## src/hw/rtl/assert_macros.svh

```systemverilog
`ifndef ASSERT_MACROS_SVH
`define ASSERT_MACROS_SVH

// implication in the same cycle, disabled in reset
`define PXG_ASSERT_SAME(label, clk, rst, ante, cons) \
  label: assert property (@(posedge clk) disable iff (rst) (ante) |-> (cons)) \
    else $error("assertion failed");

// implication into the next cycle, disabled in reset
`define PXG_ASSERT_NEXT(label, clk, rst, ante, cons) \
  label: assert property (@(posedge clk) disable iff (rst) (ante) |=> (cons)) \
    else $error("assertion failed");

// implication into the next cycle, checked during reset too
`define PXG_ASSERT_ALWAYS(label, clk, ante, cons) \
  label: assert property (@(posedge clk) (ante) |=> (cons)) \
    else $error("assertion failed");

`endif

```

## src/hw/rtl/pxg_pkg.sv

```systemverilog
`timescale 1ns / 1ps
`default_nettype none
package pxg_pkg;

  localparam int TEXTURE_WIDTH_DEF  = 320;
  localparam int TEXTURE_HEIGHT_DEF = 240;

  localparam int CORDIC_STEPS = 16;
  localparam int HALF_TURN    = 65536;
  localparam int INV_GAIN_Q16 = 39797;

  localparam int DW = 12;
  localparam int XW = 30;
  localparam int ZW = 19;

  localparam int CFG_IW = 3;
  localparam int CFG_DW = 10;

  localparam logic [CFG_IW-1:0] REG_ROTATION = 3'd0;
  localparam logic [CFG_IW-1:0] REG_ZOOM     = 3'd1;
  localparam logic [CFG_IW-1:0] REG_COLOR    = 3'd2;
  localparam logic [CFG_IW-1:0] REG_SYMMETRY = 3'd3;
  localparam logic [CFG_IW-1:0] REG_SCALE    = 3'd4;

  localparam int ATAN_TAB [CORDIC_STEPS] = '{
    16384, 9672, 5110, 2594, 1302, 652, 326, 163,
    81, 41, 20, 10, 5, 3, 1, 1
  };

  typedef struct packed {
    logic                 valid;
    logic                 center;
    logic [7:0]           frame;
    logic signed [XW-1:0] x;
    logic signed [XW-1:0] y;
    logic signed [ZW-1:0] z;
  } cordic_t;

  typedef logic [15:0] palette_t [256];

  function automatic longint fx_sin(longint phase);
    longint a;
    longint x;
    longint y;
    longint xs;
    longint ys;
    a = phase % (2 * HALF_TURN);
    x = INV_GAIN_Q16;
    y = 0;
    if (a >= HALF_TURN) a = a - 2 * HALF_TURN;
    if (a > HALF_TURN / 2) a = HALF_TURN - a;
    else if (a < -(HALF_TURN / 2)) a = -HALF_TURN - a;
    for (int i = 0; i < CORDIC_STEPS; i++) begin
      xs = x >>> i;
      ys = y >>> i;
      if (a >= 0) begin
        x = x - ys;
        y = y + xs;
        a = a - ATAN_TAB[i];
      end else begin
        x = x + ys;
        y = y - xs;
        a = a + ATAN_TAB[i];
      end
    end
    return y;
  endfunction

  function automatic longint chan(longint phase);
    longint t;
    t = 127 * longint'(HALF_TURN) + 127 * fx_sin(phase);
    if (t < 0) t = 0;
    t = t >>> 16;
    if (t > 255) t = 255;
    return t;
  endfunction

  function automatic palette_t palette_build();
    palette_t p;
    longint   base;
    longint   r;
    longint   g;
    longint   b;
    for (int i = 0; i < 256; i++) begin
      base = longint'(i) * 534035;
      r = chan((base + 128) >>> 8);
      g = chan((base + 10680707 + 128) >>> 8);
      b = chan((base + 21361415 + 128) >>> 8);
      if ((i % 32) < 4) begin
        r = 255;
        g = 255;
        b = 255;
      end
      p[i] = {r[7:3], g[7:2], b[7:3]};
    end
    return p;
  endfunction

  localparam palette_t PALETTE = palette_build();

endpackage
`default_nettype wire

```

## src/hw/rtl/pxg_cordic_cell.sv

```systemverilog
`timescale 1ns / 1ps
`default_nettype none
module pxg_cordic_cell import pxg_pkg::*; #(
  parameter int STEP = 0
) (
  input  wire logic    clk,
  input  wire logic    rst,
  input  wire logic    adv,
  input  wire cordic_t d,
  output cordic_t      q
);

  cordic_t              q_next;
  logic signed [XW-1:0] xs;
  logic signed [XW-1:0] ys;

  always_comb begin
    xs     = d.x >>> STEP;
    ys     = d.y >>> STEP;
    q_next = d;
    if (!d.y[XW-1]) begin
      q_next.x = d.x + ys;
      q_next.y = d.y - xs;
      q_next.z = d.z + ZW'(ATAN_TAB[STEP]);
    end else begin
      q_next.x = d.x - ys;
      q_next.y = d.y + xs;
      q_next.z = d.z - ZW'(ATAN_TAB[STEP]);
    end
  end

  always_ff @(posedge clk) begin
    if (rst) begin
      q.valid <= 1'b0;
    end else if (adv) begin
      q <= q_next;
    end
  end

endmodule
`default_nettype wire

```

## config.mk

```make
export PLATFORM = sky130hd
export DESIGN_NAME = pxg_cordic_cell
export DESIGN_NICKNAME = d
export VERILOG_FILES = /design/src/hw/rtl/assert_macros.svh /design/src/hw/rtl/pxg_pkg.sv /design/src/hw/rtl/pxg_cordic_cell.sv
export SDC_FILE = /design/constraint.sdc
export NUM_CORES = 1
export LEC_CHECK = 0
export ABC_AREA = 1
export BUFFER_PORTS_ARGS = -buffer_cell sky130_fd_sc_hd__buf_2
export CORE_MARGIN = 2
export CORE_UTILIZATION = 35
export CTS_CLUSTER_DIAMETER = 200
export DETAILED_ROUTE_END_ITERATION = 7
export GPL_TIMING_DRIVEN = 1
export HOLD_SLACK_MARGIN = 0.03
export PLACE_DENSITY_LB_ADDON = 0.15
export SYNTH_ARGS = -nofsm -noshare
export SYNTH_HDL_FRONTEND = slang
export SYNTH_SLANG_ARGS = --single-unit
```

## constraint.sdc

```tcl
create_clock -name clk -period 15 [get_ports clk]
set_input_delay 2.25 -clock clk [delete_from_list [all_inputs] [get_ports clk]]
set_output_delay 2.25 -clock clk [all_outputs]
set_load 0.05 [all_outputs]
```

==> summary.txt, run 1 <==
Final layout
  • Most flops, register: q
  • Core Util, Final: 41.34%
  • Diode count: 0
  • Largest register FFs: 88
  • Final nets: 1831
  • Area grow syn2layout: 15.33%
  • Biggest regs: q (88)
  • Layout cells sized above 1: 13.89%

Job
  • Max Cap Viol: 0

Timing
  • Final setup margin: 10730 ps
  • Final worst path period share: 28.46%
  • Slew margin rel.: 43.39%
  • RSZ-0062 raised after global routing: false
  • Tmin final: 4269 ps
  • Fin. max-slew vios: 0
  • Skew final: 0 ps
  • Post-route setup TNS: 0 ps
  • Final Hold Violating Endpoints: 0
  • Fmax: 234.3 MHz
  • Final setup vio count: 0
  • Worst-Margin Slew: 849.2 ps

Logic synthesis
  • Cell Area, Synth: 9714 sq um
  • Async SR Flop Fraction: 0%
  • Post-Syn Area per Cell: 6.559 sq um
  • Top_reg_cell synth: edfxtp_1
  • Post-Syn Nets: 1676
  • Synth Warn #: 0
  • Post-Synthesis Cells: 1481
  • Seq/Total Area, Yosys: 27.10%
  • Post-synth EDFFs: 87
  • Post-synth cell types: 40
  • Yosys reg bits: 88

Power and ir drop
  • Switching power: 408.9 uW
  • Static leakage: 6.050 nW
  • Worst vdd ir: 0.04946 mV
  • Sequential share of power: 30.7%
  • PwrDens: 89.51 nW/um^2
  • Pint: 593.9 uW
  • Part of the power in the clock network: 28.7%
  • Switch share: 40.78%
  • Comb pwr share: 40.6%

Global routing
  • Grt total ovfl: 0
  • Vias in the first global route: 8966
  • Total track usage: 21.84%
  • Largest net degree at the start of global routing: 67
  • First-pass GRT wire length: 48370 microns
  • Initial antenna violation count: 0

Drt
  • WL/cell: 15.91 microns
  • Vias: 9739
  • Antenna violation net count after detailed routing: 0
  • Remaining DRCs: 0
  • DRT Pass-1 Iters: 6
  • DRT iter0 DRCs: 833
  • Total Wirelength: 32040 microns
  • Via/cell ratio: 4.838

Outcome
  • Status: complete, no violations

Hold path
  • Tightest Hold Check Type: reg2reg
  • Min-delay src: q[88]$_SDFFE_PP0P_

Worst setup path
  • Critical Path Source: d[41]
  • Critical Path, Cell by Cell: buf_2, inv_1, ha_1, nand2_1, nor2_1, nand2_1, nor2_1, nand2_1, nand3_1, nand2_1, nand3_1, nand2_1
  • Critical path type: in2reg
  • Worst path top cell family by delay: simple AND/OR/NAND/NOR gates
  • WP buf/inv: 2
  • Worst setup EP type: flip-flop
  • Startpoint types: primary input
  • RR Startpoint: q[88]$_SDFFE_PP0P_
  • Crit-path max cell delay: 600 ps
  • Worst path required time: 15100 ps
  • CP max-delay cell: ha_1
  • Peak fanout along the critical path: 11
  • Arrival time of the worst setup path: 4370 ps
  • Worst path most repeated cell: nand2_1

Clocking
  • Post-CTS Resized: 0
  • CTS root buf: clkbuf_16
  • CTS Buf Count: 9
  • Number of H-tree levels: 3
  • Post-CTS setup buffer count: 0
  • Clk sinks: 88
  • CTS tree: done
  • CTS Hold Bufs: 0
  • Clk buf depth: 2
  • Worst-Skew Late Latency: 350 ps
  • Clk slew on worst S/H paths: 70 ps

Placement
  • HPWL after detailed placement: 26810 microns
  • Port buffer count: 180
  • Routability cong.: 0.9654
  • Pre-CTS setup slack: 10410 ps

Die
  • Row count: 60
  • Die Ht: 170.6 microns
  • Die area: 29100 sq um
  • Core box area: 27100 sq um
  • Die X: 170.6 microns
  • IO Pins: 181
  • Starting density of the core: 35.84%
[synthesized netlist by cell type (8+ instances only)]
library cell | n | area share (%)
inv_1 | 267 | 10
xor2_1 | 25 | 2.3
nand2_1 | 500 | 19
nor2_1 | 98 | 3.8
buf_6 | 8 | 0.93
a21oi_1 | 77 | 4.0
and2_1 | 10 | 0.64
ha_1 | 99 | 13
nand3_1 | 129 | 6.6
o21bai_1 | 16 | 1.2
buf_4 | 17 | 1.3
buf_2 | 8 | 0.41
nor2_2 | 8 | 0.52
nand4_1 | 22 | 1.4
edfxtp_1 | 87 | 27
o21ai_0 | 49 | 2.5
[tightest hold or removal path: cells and delay by family (launching register included)]
| family | cells | cell delay, ps |
|---|---|---|
| and+or+nand+nor | 1 | 60 |
| AOI/OAI and AO/OA | 1 | 50 |
| DFF | 1 | 310 |
[cell type report]
type	count	area, sq um
timing repair buffer	183	923.4
tap	372	465.4
clock buffer	9	225.2
sequential	88	2633
multi-input combinational	1084	5794
fill	2948	15900
inverter	270	1013
clock inverter	7	148.9
[stage by stage]
step	power (mW)	hold slack [ps]	area (sq um)	cells
global route	1.060	489.1	11200	2013
floorplan	0.6055	673.9	9714	1481
finish	1.003	457.7	11200	2013
CTS	1.007	465.6	11200	2013
detailed placement	0.7157	455.7	10830	1997
global placement	0.7142	444.8	10830	1997
[cell families (layout without fill, tap and decap cells)]
| group | Yosys count | after routing | synth area share, % |
|---|---|---|---|
| and+or+nand+nor | 789 | 789 | 34.11 |
| buffers and inverters | 309 | 469 | 13.33 |
| AOI/OAI and AO/OA | 162 | 162 | 9.158 |
| adders and majority gates | 103 | 103 | 13.58 |
| DFF | 88 | 88 | 27.10 |
| xor gates and xnor gates | 28 | 28 | 2.525 |
| muxes | 2 | 2 | 0.2061 |
[layer usage]
layer  wire length (microns)  vias up  global-route usage [%]
met2                   13630      335                   34.52
met5                       0        -                       0
met4                     833        0                   6.800
li1                        -     4959                       -
met1                   15360     4399                   30.67
met3                    2219       46                   3.192
[placed cells by master (no fill, tap or decap), types with 2 or more instances in the layout]
| master | n |
|---|---|
| or2_2 | 2 |
| o21ai_0 | 49 |
| mux2i_1 | 2 |
| nor2_1 | 97 |
| fa_1 | 4 |
| buf_4 | 3 |
| nand3b_2 | 4 |
| nand2_2 | 3 |
| nand4_1 | 22 |
| clkbuf_16 | 9 |
| a21oi_1 | 77 |
| nand2_1 | 500 |
| xor2_1 | 25 |
| o21a_1 | 4 |
| inv_2 | 3 |
| nor2_4 | 3 |
| nor2_2 | 8 |
| buf_2 | 180 |
| nand3_2 | 2 |
| nand3_1 | 129 |
| inv_1 | 267 |
| and2_1 | 10 |
| a31oi_1 | 2 |
| edfxtp_1 | 87 |
| o22ai_1 | 6 |
| o21ai_1 | 3 |
| o21ai_2 | 2 |
| nor3_1 | 6 |
| xnor2_1 | 3 |
| ha_1 | 99 |
| inv_6 | 2 |
| o21bai_1 | 16 |
| bufinv_16 | 4 |
[power by group through the flow]
| stage | logic [mW] | clock network, mW | registers, mW |
|---|---|---|---|
| global route | 0.447 | 0.303 | 0.310 |
| detailed placement | 0.402 | 0 | 0.313 |
| finish | 0.407 | 0.288 | 0.308 |
| floorplan | 0.214 | 0 | 0.391 |
| global placement | 0.401 | 0 | 0.313 |
| CTS | 0.403 | 0.296 | 0.308 |
[path summary, 6_finish.rpt]
kind	to	cells after the start	slack (ps)
setup / recovery	q[73]$_DFFE_PP_	12	10730
hold / removal	q[88]$_SDFFE_PP0P_	2	460
hold reg to reg	q[88]$_SDFFE_PP0P_	2	460
setup reg to reg	q[88]$_SDFFE_PP0P_	2	14450
(Power assumes the default switching activity.)
==> inputs of run 2 (changes only) <==
==> constraint.sdc (replaced) <==
create_clock -name clk -period 3.7 [get_ports clk]
set_input_delay 0.555 -clock clk [delete_from_list [all_inputs] [get_ports clk]]
set_output_delay 0.555 -clock clk [all_outputs]
set_load 0.05 [all_outputs]
==> summary.txt, run 2 (same netlist as run 1, synthesis figures left out) <==
Outcome
  • Status: complete, no violations

Worst setup path
  • Reg2Reg Depth: 2
  • Worst path top cell family by delay: simple AND/OR/NAND/NOR gates
  • Crit path depth: 15
  • Crit-path max cell delay: 450 ps
  • Critical Path, Cell by Cell: buf_2, inv_1, ha_1, nand2_1, nand2_1, nand2_1, nand3_1, a21oi_1, nand2_2, nand2_1, nand2_1, nand2_1, nand2_1, nand2_1, nand2_1
  • Worst path most repeated cell: nand2_1
  • Peak fanout along the critical path: 11
  • Critical path type: in2reg
  • Worst path required time: 3800 ps
  • Arrival time of the worst setup path: 2660 ps
  • Startpoint types: primary input
  • WP buf/inv: 2
  • Flop-to-flop setup slack: 3150 ps
  • CP max-delay cell: ha_1
  • Worst setup EP type: flip-flop

Power and ir drop
  • Part of the power in the clock network: 23.1%
  • Static leakage: 6.005 nW
  • Comb pwr share: 43.8%
  • Sequential share of power: 33.1%
  • Worst vdd ir: 0.2233 mV
  • PwrDens: 339.4 nW/um^2
  • Switch share: 43.56%
  • Pint: 2.130 mW
  • Switching power: 1.644 mW

Die
  • Row count: 60
  • Die Ht: 170.6 microns
  • IO Pins: 181
  • Die X: 170.6 microns
  • Core box area: 27100 sq um
  • Starting density of the core: 35.84%
  • Die area: 29100 sq um

Drt
  • Remaining DRCs: 0
  • Total Wirelength: 32230 microns
  • Vias: 9801
  • Antenna violation net count after detailed routing: 0
  • DRT iter0 DRCs: 651
  • DRT Pass-1 Iters: 7
  • WL/cell: 16.00 microns
  • Via/cell ratio: 4.866

Global routing
  • Largest net degree at the start of global routing: 88
  • Grt total ovfl: 0
  • Vias in the first global route: 9002
  • Total track usage: 21.85%
  • Grt met2 use: 35.01%
  • GRT busiest layer: met2
  • Initial antenna violation count: 0
  • First-pass GRT wire length: 48760 microns
  • Grt met3 use: 2.267%
  • Met1 Use GR: 31.24%

Final layout
  • Largest register FFs: 88
  • Diode count: 0
  • Most frequent cells in the layout: nand2_1, inv_1, buf_2
  • Most flops, register: q
  • Commonest non-fill, non-tap cell in the layout: nand2_1
  • Layout cells sized above 1: 13.89%
  • Area grow syn2layout: 14.48%
  • Biggest regs: q (88)
  • Final nets: 1832

Timing
  • Fin. max-slew vios: 0
  • Hold_ws: 375.2 ps
  • Post-route setup TNS: 0 ps
  • Final Hold Violating Endpoints: 0
  • Slew margin rel.: 56.15%
  • Fmax: 391.6 MHz
  • Final worst path period share: 69.02%
  • Worst-Margin Slew: 650.9 ps
  • Skew final: 0 ps
  • Tmin final: 2554 ps
  • Final setup vio count: 0
  • RSZ-0062 raised after global routing: false
  • Final setup margin: 1146 ps

Hold path
  • Tightest Hold Check Type: in2reg
  • WHS Path Cells: 1

Clocking
  • Number of H-tree levels: 3
  • Worst-Skew Late Latency: 340 ps
  • CTS tree: done
  • CTS root buf: clkbuf_16
  • CTS Buf Count: 9
  • CTS Hold Bufs: 0
  • Post-CTS setup buffer count: 0
  • Clk slew on worst S/H paths: 70 ps
  • Clk sinks: 88
  • Clk buf depth: 2
  • Post-CTS Resized: 0

Placement
  • Routability cong.: 0.9425
  • Pre-CTS setup slack: 885.6 ps
  • Port buffer count: 180
  • HPWL after detailed placement: 27090 microns

Job
  • Max Cap Viol: 0
## run 2: cell count changes in the layout (fill, tap and decap cells not counted)
cell        change
bufinv_16       -4
clkbuf_1        +1
buf_12          +1
clkinvlp_4      +2
clkinv_2        +2
inv_8           -1
## run 2: worst register-to-register path, delay by kind of cell, from the launching register on
family | cells | cell delay [ps]
flip-flops | 1 | 320
AO/OA/AOI/OAI | 1 | 120
AND/OR/NAND/NOR | 1 | 50
## run 2: layer usage
metal	vias to the layer above	wire length, microns
li1	4971	-
met3	36	2188
met2	377	13960
met1	4417	15380
met4	0	707
met5	-	0
## run 2: stage by stage
step	std cells	instance area, sq um	power, mW	util, %
2_1_floorplan	1481	9717	2.452	-
3_3_place_gp	1998	10850	2.906	40.03
3_5_place_dp	1998	10850	2.912	40.03
4_1_cts	2014	11120	3.794	41.03
5_1_grt	2014	11120	4.001	41.03
6_report	2014	11120	3.774	41.03
## run 2: power by group through the flow
| stage | registers (mW) | logic [mW] | clock network [mW] |
|---|---|---|---|
| 2_1_floorplan | 1.58 | 0.870 | 0 |
| 3_3_place_gp | 1.27 | 1.64 | 0 |
| 3_5_place_dp | 1.27 | 1.64 | 0 |
| 4_1_cts | 1.25 | 1.64 | 0.899 |
| 5_1_grt | 1.26 | 1.81 | 0.930 |
| 6_report | 1.25 | 1.65 | 0.871 |
## run 2: layout make-up
cell class | instances | area [sq um]
Sequential cell | 88 | 2633
Tap cell | 372 | 465.4
Fill cell | 2947 | 15980
Inverter | 270 | 1013
Multi-Input combinational cell | 1084 | 5794
Clock inverter | 6 | 42.54
Clock buffer | 10 | 229.0
Timing Repair Buffer | 184 | 943.4
## run 2: final timing paths
check,end,start
hold reg to reg,q[88]$_SDFFE_PP0P_,q[88]$_SDFFE_PP0P_
hold / removal,q[84]$_DFFE_PP_,d[84]
setup reg to reg,q[88]$_SDFFE_PP0P_,q[88]$_SDFFE_PP0P_
setup / recovery,q[78]$_DFFE_PP_,d[29]
==> inputs of run 3 (changes only) <==
--- a/config.mk
+++ b/config.mk
@@ -5,7 +5,7 @@
 export SDC_FILE = /design/constraint.sdc
 export NUM_CORES = 1
 export LEC_CHECK = 0
-export ABC_AREA = 1
+export ABC_AREA = 0
 export BUFFER_PORTS_ARGS = -buffer_cell sky130_fd_sc_hd__buf_2
 export CORE_MARGIN = 2
 export CORE_UTILIZATION = 35
==> constraint.sdc (replaced) <==
create_clock -name clk -period 2.5 [get_ports clk]
set_input_delay 0.375 -clock clk [delete_from_list [all_inputs] [get_ports clk]]
set_output_delay 0.375 -clock clk [all_outputs]
set_load 0.05 [all_outputs]
==> summary.txt, run 3 <==
Drt
  • Via/cell ratio: 5.068
  • DRT Pass-1 Iters: 5
  • Vias: 8438
  • WL/cell: 17.28 microns
  • Antenna violation net count after detailed routing: 0
  • Remaining DRCs: 0
  • DRT iter0 DRCs: 760
  • Total Wirelength: 28770 microns

Timing
  • Worst-Margin Slew: 522.2 ps
  • Slew margin rel.: 64.82%
  • Final setup margin: -10.61 ps
  • Skew final: 0 ps
  • Fin. max-slew vios: 0
  • Post-route setup TNS: -13.02 ps
  • RSZ-0062 raised after global routing: true
  • Final Hold Violating Endpoints: 0
  • Tmin final: 2511 ps
  • Fmax: 398.3 MHz
  • Final setup vio count: 2
  • Final worst path period share: 100.4%

Worst setup path
  • Worst setup EP type: flip-flop
  • Startpoint types: primary input
  • Worst path required time: 2600 ps
  • Arrival time of the worst setup path: 2610 ps
  • Reg2Reg Depth: 2
  • Peak fanout along the critical path: 8
  • Critical path type: in2reg

Final layout
  • Diode count: 0
  • Commonest non-fill, non-tap cell in the layout: buf_4
  • Final nets: 1536
  • Biggest regs: q (88)
  • Layout cells sized above 1: 42.20%
  • Most flops, register: q
  • Most frequent cells in the layout: buf_4, buf_2, inv_1, edfxtp_1, a21oi_1
  • Final instance area: 12330 sq um
  • Area grow syn2layout: 50.05%
  • Largest register FFs: 88

Power and ir drop
  • Part of the power in the clock network: 24.1%
  • Switch share: 38.60%
  • Switching power: 2.454 mW
  • Pint: 3.904 mW
  • Sequential share of power: 29.5%
  • PwrDens: 515.9 nW/um^2
  • Worst vdd ir: 0.2970 mV
  • Comb pwr share: 46.4%
  • Static leakage: 5.614 nW

Logic synthesis
  • Post-Synthesis Cells: 936
  • Synth Warn #: 0
  • Yosys reg bits: 88
  • Post-Syn Area per Cell: 8.776 sq um
  • Seq/Total Area, Yosys: 32.05%
  • Cell Area, Synth: 8214 sq um
  • Top-area cell type share of the netlist area: 31.81%
  • Post-synth EDFFs: 87
  • Top cells by area, synth: edfxtp_1, ha_1, xnor2_1
  • Most common cell in the synthesized netlist: ha_1
  • Post-synthesis cell type with the largest combined area: edfxtp_1
  • Leading cell types by count after synthesis: ha_1, inv_1, edfxtp_1
  • Post-Syn Nets: 1131
  • Post-synth cell types: 70
  • Async SR Flop Fraction: 0%
  • Top_reg_cell synth: edfxtp_1

Global routing
  • Largest net degree at the start of global routing: 78
  • Total track usage: 22.49%
  • Initial antenna violation count: 0
  • Grt total ovfl: 0
  • First-pass GRT wire length: 43140 microns
  • Vias in the first global route: 8064

Hold path
  • Tightest Hold Check Type: in2reg
  • WHS Path Cells: 1

Clocking
  • CTS Hold Bufs: 0
  • Number of H-tree levels: 3
  • CTS root buf: clkbuf_16
  • Worst-Skew Late Latency: 350 ps
  • Clk buf depth: 2
  • Clk slew on worst S/H paths: 70 ps
  • Clk sinks: 88
  • CTS tree: done
  • CTS Buf Count: 9

Die
  • Core box area: 23260 sq um
  • Row count: 56
  • Starting density of the core: 35.31%
  • Die Ht: 157.2 microns
  • Die area: 24710 sq um
  • Die X: 157.2 microns
  • IO Pins: 181

Placement
  • HPWL after detailed placement: 22870 microns
  • Routability cong.: 0.9045
  • Port buffer count: 180
  • DP Area: 11310 sq um

Outcome
  • Status: complete, but fails checks
  • Violated checks: setup timing

Job
  • Max Cap Viol: 0
-- run 3: changes by cell type after synthesis, moves of 24 or more --
cell / previous run / this run
inv_1: 267 / 93
nand2_1: 500 / 52
nand3_1: 129 / 17
nor2_1: 98 / 73
o21ai_0: 49 / 73
xnor2_1: 3 / 50
-- run 3: metrics by stage --
stage,setup slack (ps),util [%],power (mW),hold slack [ps],cells
2_1_floorplan,-95.48,-,3.549,447.4,936
3_3_place_gp,-566.7,48.63,4.613,480.8,1635
3_5_place_dp,-583.4,48.63,4.624,485.5,1635
4_1_cts,4.163,51.26,6.255,179.5,1656
5_1_grt,-112.5,52.99,6.656,184.5,1665
6_report,-10.61,52.99,6.359,195.6,1665
-- run 3: kinds of logic after synthesis --
logic type | share of synthesized area (%)
simple gates | 14.21
compound gates | 23.41
fa+ha+maj | 16.05
xor+xnor | 6.291
buf+inv | 6.398
mux | 1.584
flops | 32.05
-- run 3: worst max-delay path: stages --
cell and delay, ps:
buf_2 90, inv_1 40, ha_2 370, buf_4 190, o21a_1 130, o311a_1 240
nor3_1 70, buf_4 150, o211a_4 270, o311ai_4 290, nor2b_4 190, o2bb2ai_1 80
xnor2_1 140
-- run 3: cell type report --
cell class	count	area (sq um)
inverter	94	360.3
clock inverter	7	98.84
multi-input combinational	711	5657
sequential	88	2633
tap	319	399.1
fill	2224	10940
timing repair buffer	437	2953
clock buffer	9	225.2
-- run 3: layer usage --
metal / wire length [microns] / global-route usage [%]
met1: 13660 / 32.15
met2: 12900 / 35.75
met3: 1817 / 3.414
met4: 388 / 5.152
met5: 0 / 0
-- run 3: timing repair --
item / CTS / global route
setup endpoints to repair: 25 / 33
setup buffers: 7 / 10
pin swaps: 16 / 36
resized for setup: 52 / 89
-- run 3: power groups by stage --
stage / clock [mW] / combinational (mW) / sequential [mW]
global route: 1.61 / 3.16 / 1.89
CTS: 1.57 / 2.81 / 1.88
detailed placement: 0 / 2.71 / 1.91
floorplan: 0 / 1.13 / 2.42
finish: 1.53 / 2.95 / 1.88
global placement: 0 / 2.70 / 1.91
-- run 3: worst paths after layout --
| check | startpoint | endpoint | slack, ps |
|---|---|---|---|
| worst max-delay path | d[23] | q[75]$_DFFE_PP_ | -10 |
| worst max register to register | q[88]$_SDFFE_PP0P_ | q[88]$_SDFFE_PP0P_ | 1920 |
| worst min register to register | q[88]$_SDFFE_PP0P_ | q[88]$_SDFFE_PP0P_ | 500 |
| worst min-delay path | d[86] | q[86]$_DFFE_PP_ | 200 |
